`config.mk`:
```
export PLATFORM = sky130hd
export DESIGN_NAME = delimited_field_splitter_top_flat
export DESIGN_NICKNAME = d
export VERILOG_FILES = /design/src/rtl/core/dfs_pkg.sv /design/src/rtl/core/dfs_channels.sv /design/src/rtl/core/delimited_field_splitter_top.sv /design/src/flat_wrapper.sv
export SDC_FILE = /design/constraint.sdc
export NUM_CORES = 1
export LEC_CHECK = 0
export BUFFER_PORTS_ARGS = -buffer_cell sky130_fd_sc_hd__buf_4
export CAP_MARGIN = 20
export CORE_MARGIN = 2
export CORE_UTILIZATION = 50
export DETAILED_ROUTE_END_ITERATION = 12
export PLACE_DENSITY = 0.72
export SYNTH_ARGS = -nofsm -noshare
export SYNTH_HDL_FRONTEND = slang
export SYNTH_SLANG_ARGS = --single-unit
```
`constraint.sdc`:
```
create_clock -name clk -period 4.3 [get_ports clk]
set_clock_uncertainty 0.2 [all_clocks]
set_input_delay 0.215 -clock clk [delete_from_list [all_inputs] [get_ports clk]]
set_output_delay 0.215 -clock clk [all_outputs]
set_load 0.02 [all_outputs]
```
`src/rtl/core/dfs_pkg.sv`:
```
// shared types and character codes for the delimited field splitter
package dfs_pkg;

  typedef logic [7:0] char_t;

  localparam char_t CH_NUL   = 8'h00;
  localparam char_t CH_TAB   = 8'h09;
  localparam char_t CH_LF    = 8'h0a;
  localparam char_t CH_CR    = 8'h0d;
  localparam char_t CH_SPACE = 8'h20;
  localparam char_t CH_COMMA = 8'h2c;
  localparam char_t CH_SEMI  = 8'h3b;

  // separator after reset: tab
  localparam char_t SEP_RESET = CH_TAB;

endpackage

```
`src/rtl/core/dfs_channels.sv`:
```
// request channel interfaces of the delimited field splitter
interface dfs_in_if;
  import dfs_pkg::*;
  logic  valid;
  logic  ready;
  char_t text_byte;
  logic  end_of_input;
  modport source (output valid, output text_byte, output end_of_input, input ready);
  modport sink (input valid, input text_byte, input end_of_input, output ready);
endinterface

interface dfs_out_if;
  import dfs_pkg::*;
  logic  valid;
  logic  ready;
  char_t field_byte;
  logic  byte_valid;
  logic  field_end;
  logic  record_end;
  modport source (output valid, output field_byte, output byte_valid, output field_end,
                  output record_end, input ready);
  modport sink (input valid, input field_byte, input byte_valid, input field_end,
                input record_end, output ready);
endinterface

interface dfs_cfg_if;
  import dfs_pkg::*;
  logic  valid;
  logic  ready;
  char_t data;
  modport source (output valid, output data, input ready);
  modport sink (input valid, input data, output ready);
endinterface

```
`src/rtl/core/delimited_field_splitter_top.sv`:
```
// top level of the delimited field splitter
//
// usage
//   in_chan  : one text byte per request, with end_of_input (byte then taken as zero)
//   out_chan : one result request per input byte that yields something: field_byte
//              with byte_valid, field_end and record_end flags; bytes that yield
//              nothing (skipped blanks, carriage returns, end at line start) give none
//   cfg_chan : writes field_separator, always ready; the value is latched at each
//              line start, so a write takes effect on the next line
// an accepted byte passes the input register, then the result register, before result valid
// throughput: 1 byte per cycle while the receiver takes results, set by the combinational
//   state update between the input register and the result register
// a stalled receiver holds the result register; one more byte is taken into the
//   input register, then in_chan.ready drops until the result is taken
// reset (rst_n low, synchronous) empties both registers, sets the separator to tab
//   and puts the parser at line start
module delimited_field_splitter_top (
  input  logic      clk,
  input  logic      rst_n,
  dfs_in_if.sink    in_chan,
  dfs_out_if.source out_chan,
  dfs_cfg_if.sink   cfg_chan
);
  import dfs_pkg::*;

  // parser phase kept between bytes
  typedef enum logic [1:0] {
    PH_LINE,
    PH_SEP,
    PH_SEPCR,
    PH_TOKEN
  } phase_t;

  // steps walked within one byte
  typedef enum logic [1:0] {
    W_SEP,
    W_CHECK,
    W_TOKEN
  } walk_t;

  // upper bound on the walk through the step graph for one byte
  localparam int WALK_STEPS = 6;

  // configuration
  char_t  field_sep_r;

  // parser state
  phase_t phase_r, phase_nxt;
  logic   fixed_r, fixed_nxt;
  logic   sep_taken_r, sep_taken_nxt;
  logic   line_first_r, line_first_nxt;
  char_t  line_sep_r, line_sep_nxt;

  // input register
  logic   in_valid_r;
  char_t  in_char_r;

  // result register
  logic   out_valid_r, out_valid_nxt;
  char_t  out_byte_r, out_byte_nxt;
  logic   out_bv_r, out_bv_nxt;
  logic   out_fe_r, out_fe_nxt;
  logic   out_re_r, out_re_nxt;

  logic   advance;
  logic   has_result;
  char_t  c_in;

  // held item moves on when the result register is free or being emptied
  assign advance      = in_valid_r && (!out_valid_r || out_chan.ready);
  assign in_chan.ready = !in_valid_r || advance;
  assign cfg_chan.ready = 1'b1;

  // end of input reads as a zero byte
  assign c_in = in_chan.end_of_input ? CH_NUL : in_chan.text_byte;

  // one byte through the parser
  always_comb begin
    char_t  c;
    walk_t  w;
    logic   done;
    logic   gap;
    logic   consumes;
    logic   continues;
    c              = in_char_r;
    phase_nxt      = phase_r;
    fixed_nxt      = fixed_r;
    sep_taken_nxt  = sep_taken_r;
    line_first_nxt = line_first_r;
    line_sep_nxt   = line_sep_r;
    out_byte_nxt   = CH_NUL;
    out_bv_nxt     = 1'b0;
    out_fe_nxt     = 1'b0;
    out_re_nxt     = 1'b0;
    done           = 1'b0;
    w              = W_SEP;
    gap            = (c == CH_COMMA) || (c == CH_SEMI) || (c == CH_TAB);

    // line start latches the separator and picks the mode from the first byte
    unique case (phase_r)
      PH_LINE: begin
        line_first_nxt = 1'b1;
        sep_taken_nxt  = 1'b1;
        line_sep_nxt   = field_sep_r;
        fixed_nxt      = (c != CH_SPACE) && (field_sep_r != CH_NUL);
        w              = W_SEP;
      end
      PH_SEP:   w = W_SEP;
      PH_SEPCR: w = W_CHECK;
      PH_TOKEN: w = W_TOKEN;
      default:  w = W_SEP;
    endcase

    for (int i = 0; i < WALK_STEPS; i++) begin
      consumes  = fixed_nxt ? (!sep_taken_nxt && (c == line_sep_nxt))
                            : ((c == CH_SPACE) || (!sep_taken_nxt && gap));
      continues = (c != CH_NUL) && (c != CH_LF) && (c != CH_CR) &&
                  (fixed_nxt ? (c != line_sep_nxt) : ((c != CH_SPACE) && !gap));
      if (!done) begin
        unique case (w)
          W_SEP: begin
            if (consumes) begin
              if (c != CH_SPACE) sep_taken_nxt = 1'b1;
              phase_nxt = PH_SEP;
              done      = 1'b1;
            end else if (c == CH_CR) begin
              phase_nxt = PH_SEPCR;
              done      = 1'b1;
            end else begin
              w = W_CHECK;
            end
          end
          W_CHECK: begin
            // end of line or input closes the record unless still before the first field
            if (((c == CH_NUL) && (line_first_nxt || !sep_taken_nxt)) ||
                ((c == CH_LF) && !sep_taken_nxt)) begin
              if (!line_first_nxt) out_re_nxt = 1'b1;
              phase_nxt = PH_LINE;
              done      = 1'b1;
            end else begin
              line_first_nxt = 1'b0;
              w              = W_TOKEN;
            end
          end
          default: begin
            if (continues) begin
              out_byte_nxt = c;
              out_bv_nxt   = 1'b1;
              phase_nxt    = PH_TOKEN;
              done         = 1'b1;
            end else begin
              // field closes, the byte is looked at again as a separator
              out_fe_nxt     = 1'b1;
              line_first_nxt = 1'b0;
              sep_taken_nxt  = 1'b0;
              w              = W_SEP;
            end
          end
        endcase
      end
    end
  end

  assign has_result = out_bv_nxt || out_fe_nxt || out_re_nxt;

  always_comb begin
    out_valid_nxt = out_valid_r;
    if (!out_valid_r || out_chan.ready) out_valid_nxt = advance && has_result;
  end

  // control state and registers
  always_ff @(posedge clk) begin
    if (!rst_n) begin
      field_sep_r  <= SEP_RESET;
      phase_r      <= PH_LINE;
      fixed_r      <= 1'b0;
      sep_taken_r  <= 1'b0;
      line_first_r <= 1'b1;
      line_sep_r   <= CH_NUL;
      in_valid_r   <= 1'b0;
      out_valid_r  <= 1'b0;
    end else begin
      if (cfg_chan.valid) field_sep_r <= cfg_chan.data;
      if (in_chan.ready) in_valid_r <= in_chan.valid;
      out_valid_r <= out_valid_nxt;
      if (advance) begin
        phase_r      <= phase_nxt;
        fixed_r      <= fixed_nxt;
        sep_taken_r  <= sep_taken_nxt;
        line_first_r <= line_first_nxt;
        line_sep_r   <= line_sep_nxt;
      end
    end
  end

  // payload registers
  always_ff @(posedge clk) begin
    if (in_chan.ready && in_chan.valid) in_char_r <= c_in;
    if (advance && has_result) begin
      out_byte_r <= out_byte_nxt;
      out_bv_r   <= out_bv_nxt;
      out_fe_r   <= out_fe_nxt;
      out_re_r   <= out_re_nxt;
    end
  end

  assign out_chan.valid      = out_valid_r;
  assign out_chan.field_byte = out_byte_r;
  assign out_chan.byte_valid = out_bv_r;
  assign out_chan.field_end  = out_fe_r;
  assign out_chan.record_end = out_re_r;

`ifndef SYNTHESIS
  // parser state only moves when the held byte is processed
  a_state_holds: assert property (@(posedge clk) disable iff (!rst_n)
    (in_valid_r && !advance) |=> ($stable(phase_r) && $stable(sep_taken_r)))
    else $error("parser state changed while byte was held");

  // a field byte never closes the record in the same result
  a_byte_not_end: assert property (@(posedge clk) disable iff (!rst_n)
    (out_valid_r && out_bv_r) |-> !out_re_r)
    else $error("byte_valid together with record_end");

  // input only backs up when both registers are full
  a_ready_low: assert property (@(posedge clk) disable iff (!rst_n)
    !in_chan.ready |-> (in_valid_r && out_valid_r && !out_chan.ready))
    else $error("input stalled with free register");
`endif

endmodule

```
`src/flat_wrapper.sv`:
```
// flat-port wrapper written by rule: the top's interface ports become plain ports
module delimited_field_splitter_top_flat import dfs_pkg::*;
  (clk, rst_n, in_chan_valid, in_chan_text_byte, in_chan_end_of_input, in_chan_ready, out_chan_valid, out_chan_field_byte, out_chan_byte_valid, out_chan_field_end, out_chan_record_end, out_chan_ready, cfg_chan_valid, cfg_chan_data, cfg_chan_ready);
  dfs_in_if in_chan_i ();
  dfs_out_if out_chan_i ();
  dfs_cfg_if cfg_chan_i ();
  input  logic clk;
  input  logic rst_n;
  input wire logic [$bits(in_chan_i.valid)-1:0] in_chan_valid;
  input wire logic [$bits(in_chan_i.text_byte)-1:0] in_chan_text_byte;
  input wire logic [$bits(in_chan_i.end_of_input)-1:0] in_chan_end_of_input;
  output wire logic [$bits(in_chan_i.ready)-1:0] in_chan_ready;
  output wire logic [$bits(out_chan_i.valid)-1:0] out_chan_valid;
  output wire logic [$bits(out_chan_i.field_byte)-1:0] out_chan_field_byte;
  output wire logic [$bits(out_chan_i.byte_valid)-1:0] out_chan_byte_valid;
  output wire logic [$bits(out_chan_i.field_end)-1:0] out_chan_field_end;
  output wire logic [$bits(out_chan_i.record_end)-1:0] out_chan_record_end;
  input wire logic [$bits(out_chan_i.ready)-1:0] out_chan_ready;
  input wire logic [$bits(cfg_chan_i.valid)-1:0] cfg_chan_valid;
  input wire logic [$bits(cfg_chan_i.data)-1:0] cfg_chan_data;
  output wire logic [$bits(cfg_chan_i.ready)-1:0] cfg_chan_ready;
  assign in_chan_i.valid = in_chan_valid;
  assign in_chan_i.text_byte = in_chan_text_byte;
  assign in_chan_i.end_of_input = in_chan_end_of_input;
  assign in_chan_ready = in_chan_i.ready;
  assign out_chan_valid = out_chan_i.valid;
  assign out_chan_field_byte = out_chan_i.field_byte;
  assign out_chan_byte_valid = out_chan_i.byte_valid;
  assign out_chan_field_end = out_chan_i.field_end;
  assign out_chan_record_end = out_chan_i.record_end;
  assign out_chan_i.ready = out_chan_ready;
  assign cfg_chan_i.valid = cfg_chan_valid;
  assign cfg_chan_i.data = cfg_chan_data;
  assign cfg_chan_ready = cfg_chan_i.ready;
  delimited_field_splitter_top u_core (.clk(clk), .rst_n(rst_n), .in_chan(in_chan_i), .out_chan(out_chan_i), .cfg_chan(cfg_chan_i));
endmodule
```
==> metrics, run 1 <==
status=finished, final reports clean; Iteration-0 DRC Markers=about 360; CTS clk-pin slew, worst paths=80 ps; setup tns final=0 ps; final WL=6604 µm; period utilization=86.77%; Hold WC Path Type=input pin to flip-flop; drt first pass iters=5; Required @ worst endpoint=4110 ps; final setup fails=0; cell accounting for the most synthesized area=edfxtp_1; Yosys reg bits=42; clk sink count=42; post-synthesis cell area=2671 µm²; metal3 WL=477 µm; total core area=between 5000 and 6000 µm²; CP cell instances=nor4_2 > nand2_1 > and4_4 > nor4_4 > nor2_1 > o22ai_1 > nand2_1 > o32ai_2 > nor3_1 > nor2_1 > buf_4; Post-Synthesis Cells=282; worst stage delay on the critical path=560 ps; hpwl dp=4877 µm; Peak VDD IR=0.0002148 V; Post-CTS Setup Bufs=0; Hold Buf Count CTS=10; Post-Route M1 WL=about 2900 µm; largest net degree at the start of global routing=24; CP max stage cell=edfxtp_1; Port Buffers=34; dpl ws=655.0 ps; final-report max-slew violation count=0; Synth Warn #=0; Ports=36; via count=2405; Unique masters post-synth=70; RSZ-0062 raised after global routing=false; FFs w/ async S/R, synth=0%; register area share after synthesis=38.59%; Post-route DRC=0; diode count=0; clk buf depth=2; minimum clock period=3731 ps; top layer in use=met4; total grt overflow=0; initial antenna violation count=0; post-synth top area share=21.36%; Die ar.=5944 µm²; clock root buffer=clkbuf_8; Synth Net Count=304; fmax=0.2680 GHz; routed length on met2=3014 µm; vias in the first global route=between 2k and 2.5k; number of synthesized flops with an enable pin=19; Initial Util=51.97%; CTS resizes=0; routed length per instance=16.89 µm; synth top area cells=edfxtp_1 (21%), dfxtp_1 (17%), xor2_1 (5.9%); CTS tree=built; Clock Latency Late Sink=around 290 ps; DRT antenna net count=0; crit path max fanout=11; nature of the critical path endpoint=flip-flop; Slew HR=about three fifths; via/cell ratio=6.151; Syn Area/Cell=~9.5 µm²; Syn-to-layout area delta=18.22%; layout cells sized above 1=20.87%; H-tree depth=2; static leakage=1.245 nW; TritonCTS Buffers=5; DIE HEIGHT=77.10 µm; first-pass GRT wire length=11070 µm; Least-Margin Pin Slew=604.3 ps; Power Total=0.0009577 W; Arr. time, crit path=3540 ps; max cap viols=0; Final Hold Viols=0; crit start category=flip-flop; WS Path Type=flip-flop to flip-flop; setup ws final=569.0 ps; pwr dens=between 300 and 400 nW/µm²; Main synth FF type=dfxtp_1; GRT Total Usage=23.25%; Rows=26; nets=about 340; Die W=slightly below 80 µm; Final Wtd Congestion=1.030
==> layer usage <==
metal | global-route usage, % | vias up
li1 | - | 1119
met1 | 32.07 | 1126
met2 | 36.75 | 129
met3 | 4.706 | 31
met4 | 7.321 | 0
met5 | 0 | -
==> sequential cells by signal, indices dropped and copies added (netlist names) <==
name	count
u_core.field_sep_r	8
u_core.fixed_r	1
u_core.in_char_r	8
u_core.in_valid_r	1
u_core.line_first_r	1
u_core.line_sep_r	8
u_core.out_chan.byte_valid	1
u_core.out_chan.field_byte	8
u_core.out_chan.field_end	1
u_core.out_chan.record_end	1
u_core.out_chan.valid	1
u_core.phase_r	2
u_core.sep_taken_r	1
==> logic make-up (layout without fill, tap and decap cells) <==
kind of cell	Yosys count	count (layout)	synth area share, %
AOI/OAI and AO/OA	75	75	22.48
xor gates and xnor gates	18	18	5.902
buffers and inverters	21	60	3.934
DFF	42	42	38.59
muxes	8	8	2.998
other	1	1	0.1404
and+or+nand+nor	117	117	25.95
==> cell usage in the layout, fill, tap and decap left out, drive strengths merged, types with 3 or more instances in the layout <==
cell | Yosys | routed
edfxtp | 19 | 19
nand3 | 3 | 3
nor3 | 5 | 5
nor4 | 10 | 10
a31oi | 3 | 3
and2 | 8 | 8
dfxtp | 23 | 23
a211oi | 4 | 4
nor2b | 18 | 18
nand2 | 31 | 31
a21oi | 8 | 8
dlygate4sd3 | 0 | 10
nor2 | 19 | 19
inv | 6 | 6
o21a | 6 | 6
a21boi | 9 | 9
and3 | 8 | 8
o211ai | 3 | 3
o22ai | 5 | 5
buf | 7 | 36
clkbuf | 8 | 8
xor2 | 18 | 18
o21ai | 12 | 12
a22oi | 3 | 3
mux2i | 8 | 8
==> synthesized netlist by cell type, types with 3 or more instances <==
cell type / count
o21ai_0: 8
xor2_1: 18
a21boi_0: 9
o211ai_1: 3
and2_1: 7
nor2_2: 3
a22oi_1: 3
inv_1: 6
o21a_1: 6
nor4_1: 7
buf_2: 3
nor2_1: 16
clkbuf_1: 8
and3_1: 8
nor2b_1: 18
mux2i_1: 8
a21oi_1: 7
nand3_1: 3
a31oi_1: 3
o22ai_1: 5
a211oi_1: 3
edfxtp_1: 19
dfxtp_1: 23
nor3_1: 3
nand2_1: 31
==> worst max-delay path: cells and delay by family, from the launching register on <==
family | cells | cell delay, ps
compound gates | 2 | 690
flops | 1 | 560
buf+inv | 1 | 190
simple gates | 8 | 1780
==> through the flow <==
step	hold WS [ps]	std cells	util [%]	cell area, µm²
6_report	1.233	391	61.44	3158
5_1_grt	3.504	391	61.44	3158
4_1_cts	1.454	391	61.44	3158
3_5_place_dp	233.4	373	57.33	2947
3_3_place_gp	228.9	373	57.33	2947
2_1_floorplan	143.9	282	-	2671
==> report_power, final <==
group          internal, W  switching (W)  total, W
Sequential        0.000442      0.0000330  0.000475
Combinational    0.0000831       0.000100  0.000183
Clock             0.000166       0.000133  0.000299
Total             0.000691       0.000266  0.000958
==> layout make-up <==
cell class	count	area (µm²)
Timing Repair Buffer	46	370.4
Fill cell	442	1982
Tap cell	70	87.58
Sequential cell	42	1031
Inverter	6	22.52
Clock buffer	8	111.4
Multi-Input combinational cell	219	1535
==> path summary, 6_finish.rpt <==
kind	from	end	slack, ps	depth (start not counted)
max	u_core.in_char_r[1]$_SDFFCE_PP0P_	u_core.out_chan.field_byte[6]$_DFFE_PP_	570	11
min	rst_n	u_core.field_sep_r[0]$_SDFFE_PN1P_	1	2
max reg2reg	u_core.in_char_r[1]$_SDFFCE_PP0P_	u_core.out_chan.field_byte[6]$_DFFE_PP_	570	11
min reg2reg	u_core.line_sep_r[4]$_SDFFE_PN0P_	u_core.line_sep_r[4]$_SDFFE_PN0P_	280	2
Power figures use the tool's default switching activity.
==> run 2, diff against run 1 <==
- ABC_AREA: unset -> 1
==> run 2 against run 1 <==
Net effect:
- the flow now finishes with violations (negative hold slack)
- design area is 0.48% lower
- first-iteration DRC count down 47%
- flip-flop and latch count unchanged
- clock power down 16%
- global-route usage decreased by 0.69 points
- sequential share of layout area up 0.16 points
- area after synthesis is 1.5% lower
- setup slack worse by 93 ps
- combinational power rose by 56%
- highest routed layer unchanged
==> metrics, run 2 <==
Syn-to-layout area delta=19.51%; Main synth FF type=dfxtp_1; most common cell after layout, fill and taps aside=nand2_1; number of synthesized flops with an enable pin=19; WS Path Type=flip-flop to flip-flop; clock root buffer=clkbuf_8; period utilization=around nine tenths; H-tree depth=2; max cap viols=0; Initial Util=between 50% and 60%; Peak VDD IR=around 0.00025 V; setup tns final=0 ps; static leakage=1.540 nW; clock network fraction of total power=25.0%; Yosys reg bits=42; cell accounting for the most synthesized area=edfxtp_1; Post-route DRC=0; first-pass GRT wire length=10620 µm; routed length per instance=between 10 and 15 µm; RSZ-0062 raised after global routing=false; register area share after synthesis=39.20%; DIE HEIGHT=76.53 µm; minimum clock period=3824 ps; clk buf depth=2; via/cell ratio=5.022; hpwl dp=4705 µm; GRT Total Usage=22.56%; hold slack final=-0.7616 ps; total core area=just over 5000 µm²; most common cell in the netlist=nand2_1; Reg area=1031 µm²; sw power=0.0003369 W; clk sink count=42; Seq pwr share=46.5%; Iteration-0 DRC Markers=between 150 and 200; Syn Area/Cell=6.958 µm²; fmax=0.2615 GHz; vias in the first global route=~2.3k; Port Buffers=34; Die ar.=5856 µm²; nature of the critical path endpoint=flip-flop; Rows=26; post-synth top area share=21.69%; diode count=0; synth top area cells=edfxtp_1 (22%), dfxtp_1 (18%), nand2_1 (13%); Least-Margin Pin Slew=711.1 ps; largest net degree at the start of global routing=24; final WL=6235 µm; CTS clk-pin slew, worst paths=80 ps; failing checks=negative hold slack; total grt overflow=0; Post-Synthesis Cells=~380; pwr dens=318.0 nW/µm²; Final Wtd Congestion=0.9414; initial antenna violation count=0; combinational group share of total power=28.5%; post-synthesis cell area=2630 µm²; crit path max fanout=15; Clock Latency Late Sink=300 ps; FFs w/ async S/R, synth=0%; # fillers=485; status=finished, violations left; Synth Warn #=0; most frequent cells in the layout=nand2_1 (93), inv_1 (60), buf_4 (36); nets=approximately 450; DRT antenna net count=0; TritonCTS Buffers=5; Final Hold Viols=1; final-report max-slew violation count=0; Die W=76.53 µm; crit start category=flip-flop; Arr. time, crit path=3620 ps; layout cells sized above 1=20.24%; Ports=36; Int Pwr=between 0.0006 and 0.0007 W; drt first pass iters=4; Synth Net Count=400; Hold WC Path Type=input pin to flip-flop; Unique masters post-synth=35; via count=roughly 2.5k; Power Total=0.0009995 W; Sw Ratio=between 30 and 40%; final setup fails=0; multi-input logic area=roughly 1300 µm²; Slew HR=52.54%; CTS tree=built; Required @ worst endpoint=a little over 4000 ps; most frequent cells after synthesis=nand2_1 (93), inv_1 (61), nor2_1 (33)
[run 2: cell types whose count changed after synthesis, moves of 8 or more]
cell      delta
a21boi_0     -9
a21oi_1     +12
nand3_1     +27
inv_1       +55
and3_1       -8
nand2_2     +12
nand2_1     +62
nor2_1      +17
nor2b_1     -18
xor2_1      -18
o21ai_0     +12
mux2i_1      -8
inv_2        +9
[run 2: kinds of logic (layout without fill, tap and decap cells)]
family / after synthesis / after routing / synth area share, %
flip-flops: 42 / 42 / 39.20
AO/OA/AOI/OAI: 58 / 58 / 12.61
other: 1 / 1 / 0.1426
buffers and inverters: 80 / 127 / 12.18
AND/OR/NAND/NOR: 197 / 197 / 35.87
[run 2: area by class of cell]
class                           instances  area share (%)
Clock buffer                            5           2.189
Clock inverter                          3          0.5175
Inverter                               71           8.599
Multi-Input combinational cell        256           40.68
Sequential cell                        42           32.80
Tap cell                               70           2.787
Timing Repair Buffer                   48           12.42
[run 2: timing repair]
| item | CTS | global route |
|---|---|---|
| buffers inserted | 0 | 0 |
| hold buffers | 12 | 0 |
| resized for setup | 0 | 1 |
| hold endpoints to repair | 8 | 0 |
| setup endpoints to repair | 0 | 11 |
[run 2: per-layer routing]
| layer | GRT usage, % | part of all wire [%] | up-vias |
|---|---|---|---|
| li1 | - | - | 1300 |
| met1 | 32.59 | 48 | 1103 |
| met2 | 35.13 | 44 | 76 |
| met3 | 3.555 | 7.2 | 7 |
| met4 | 6.000 | 0.93 | 0 |
| met5 | 0 | 0 | - |
[run 2: metrics by stage]
stage	cells	instance area, µm²	setup slack [ps]	utilization, %	hold WS (ps)
after CTS	495	3139	378.1	61.47	0.4302
after detailed placement	475	2934	410.3	57.45	236.8
after global placement	475	2934	414.2	57.45	234.3
after global routing	495	3143	15.70	61.54	2.861
final	495	3143	475.5	61.54	-0.7616
after floorplan	378	2630	1080	-	126.0
[run 2: worst paths after layout]
| kind | start | end | slack, ps | depth (start not counted) |
|---|---|---|---|---|
| worst max register to register | u_core.phase_r[0]$_SDFFE_PN0P_ | u_core.out_chan.field_byte[7]$_DFFE_PP_ | 480 | 25 |
| worst min-delay path | cfg_chan_data[5] | u_core.field_sep_r[5]$_SDFFE_PN0P_ | -0.8 | 3 |
| worst max-delay path | u_core.phase_r[0]$_SDFFE_PN0P_ | u_core.out_chan.field_byte[7]$_DFFE_PP_ | 480 | 25 |
| worst min register to register | u_core.field_sep_r[4]$_SDFFE_PN0P_ | u_core.field_sep_r[4]$_SDFFE_PN0P_ | 280 | 2 |
[run 2: power groups by stage]
stage          logic [W]  clock network, W  registers (W)
2_1_floorplan   0.000198                 0       0.000479
3_3_place_gp    0.000271                 0       0.000474
3_5_place_dp    0.000271                 0       0.000474
4_1_cts         0.000281          0.000257       0.000465
5_1_grt         0.000322          0.000270       0.000468
6_report        0.000285          0.000250       0.000465
[run 2: critical path: stages, from the launching register on]
cell,delay (ps)
dfxtp_1,360
nor2_2,370
nand2_1,180
nand2_1,120
nand2_1,50
nand2_1,70
nand2_1,50
nor2_1,160
nand3_2,120
nand2_4,150
inv_2,60
nand2_4,160
nand2_4,100
nand4_2,120
nand2_2,70
nand2_2,90
nand2_4,70
nor2_8,160
inv_2,50
o21ai_2,110
nand2_1,90
inv_1,80
nand3_1,100
nand3_1,110
nand2_2,80
clkinvlp_4,230
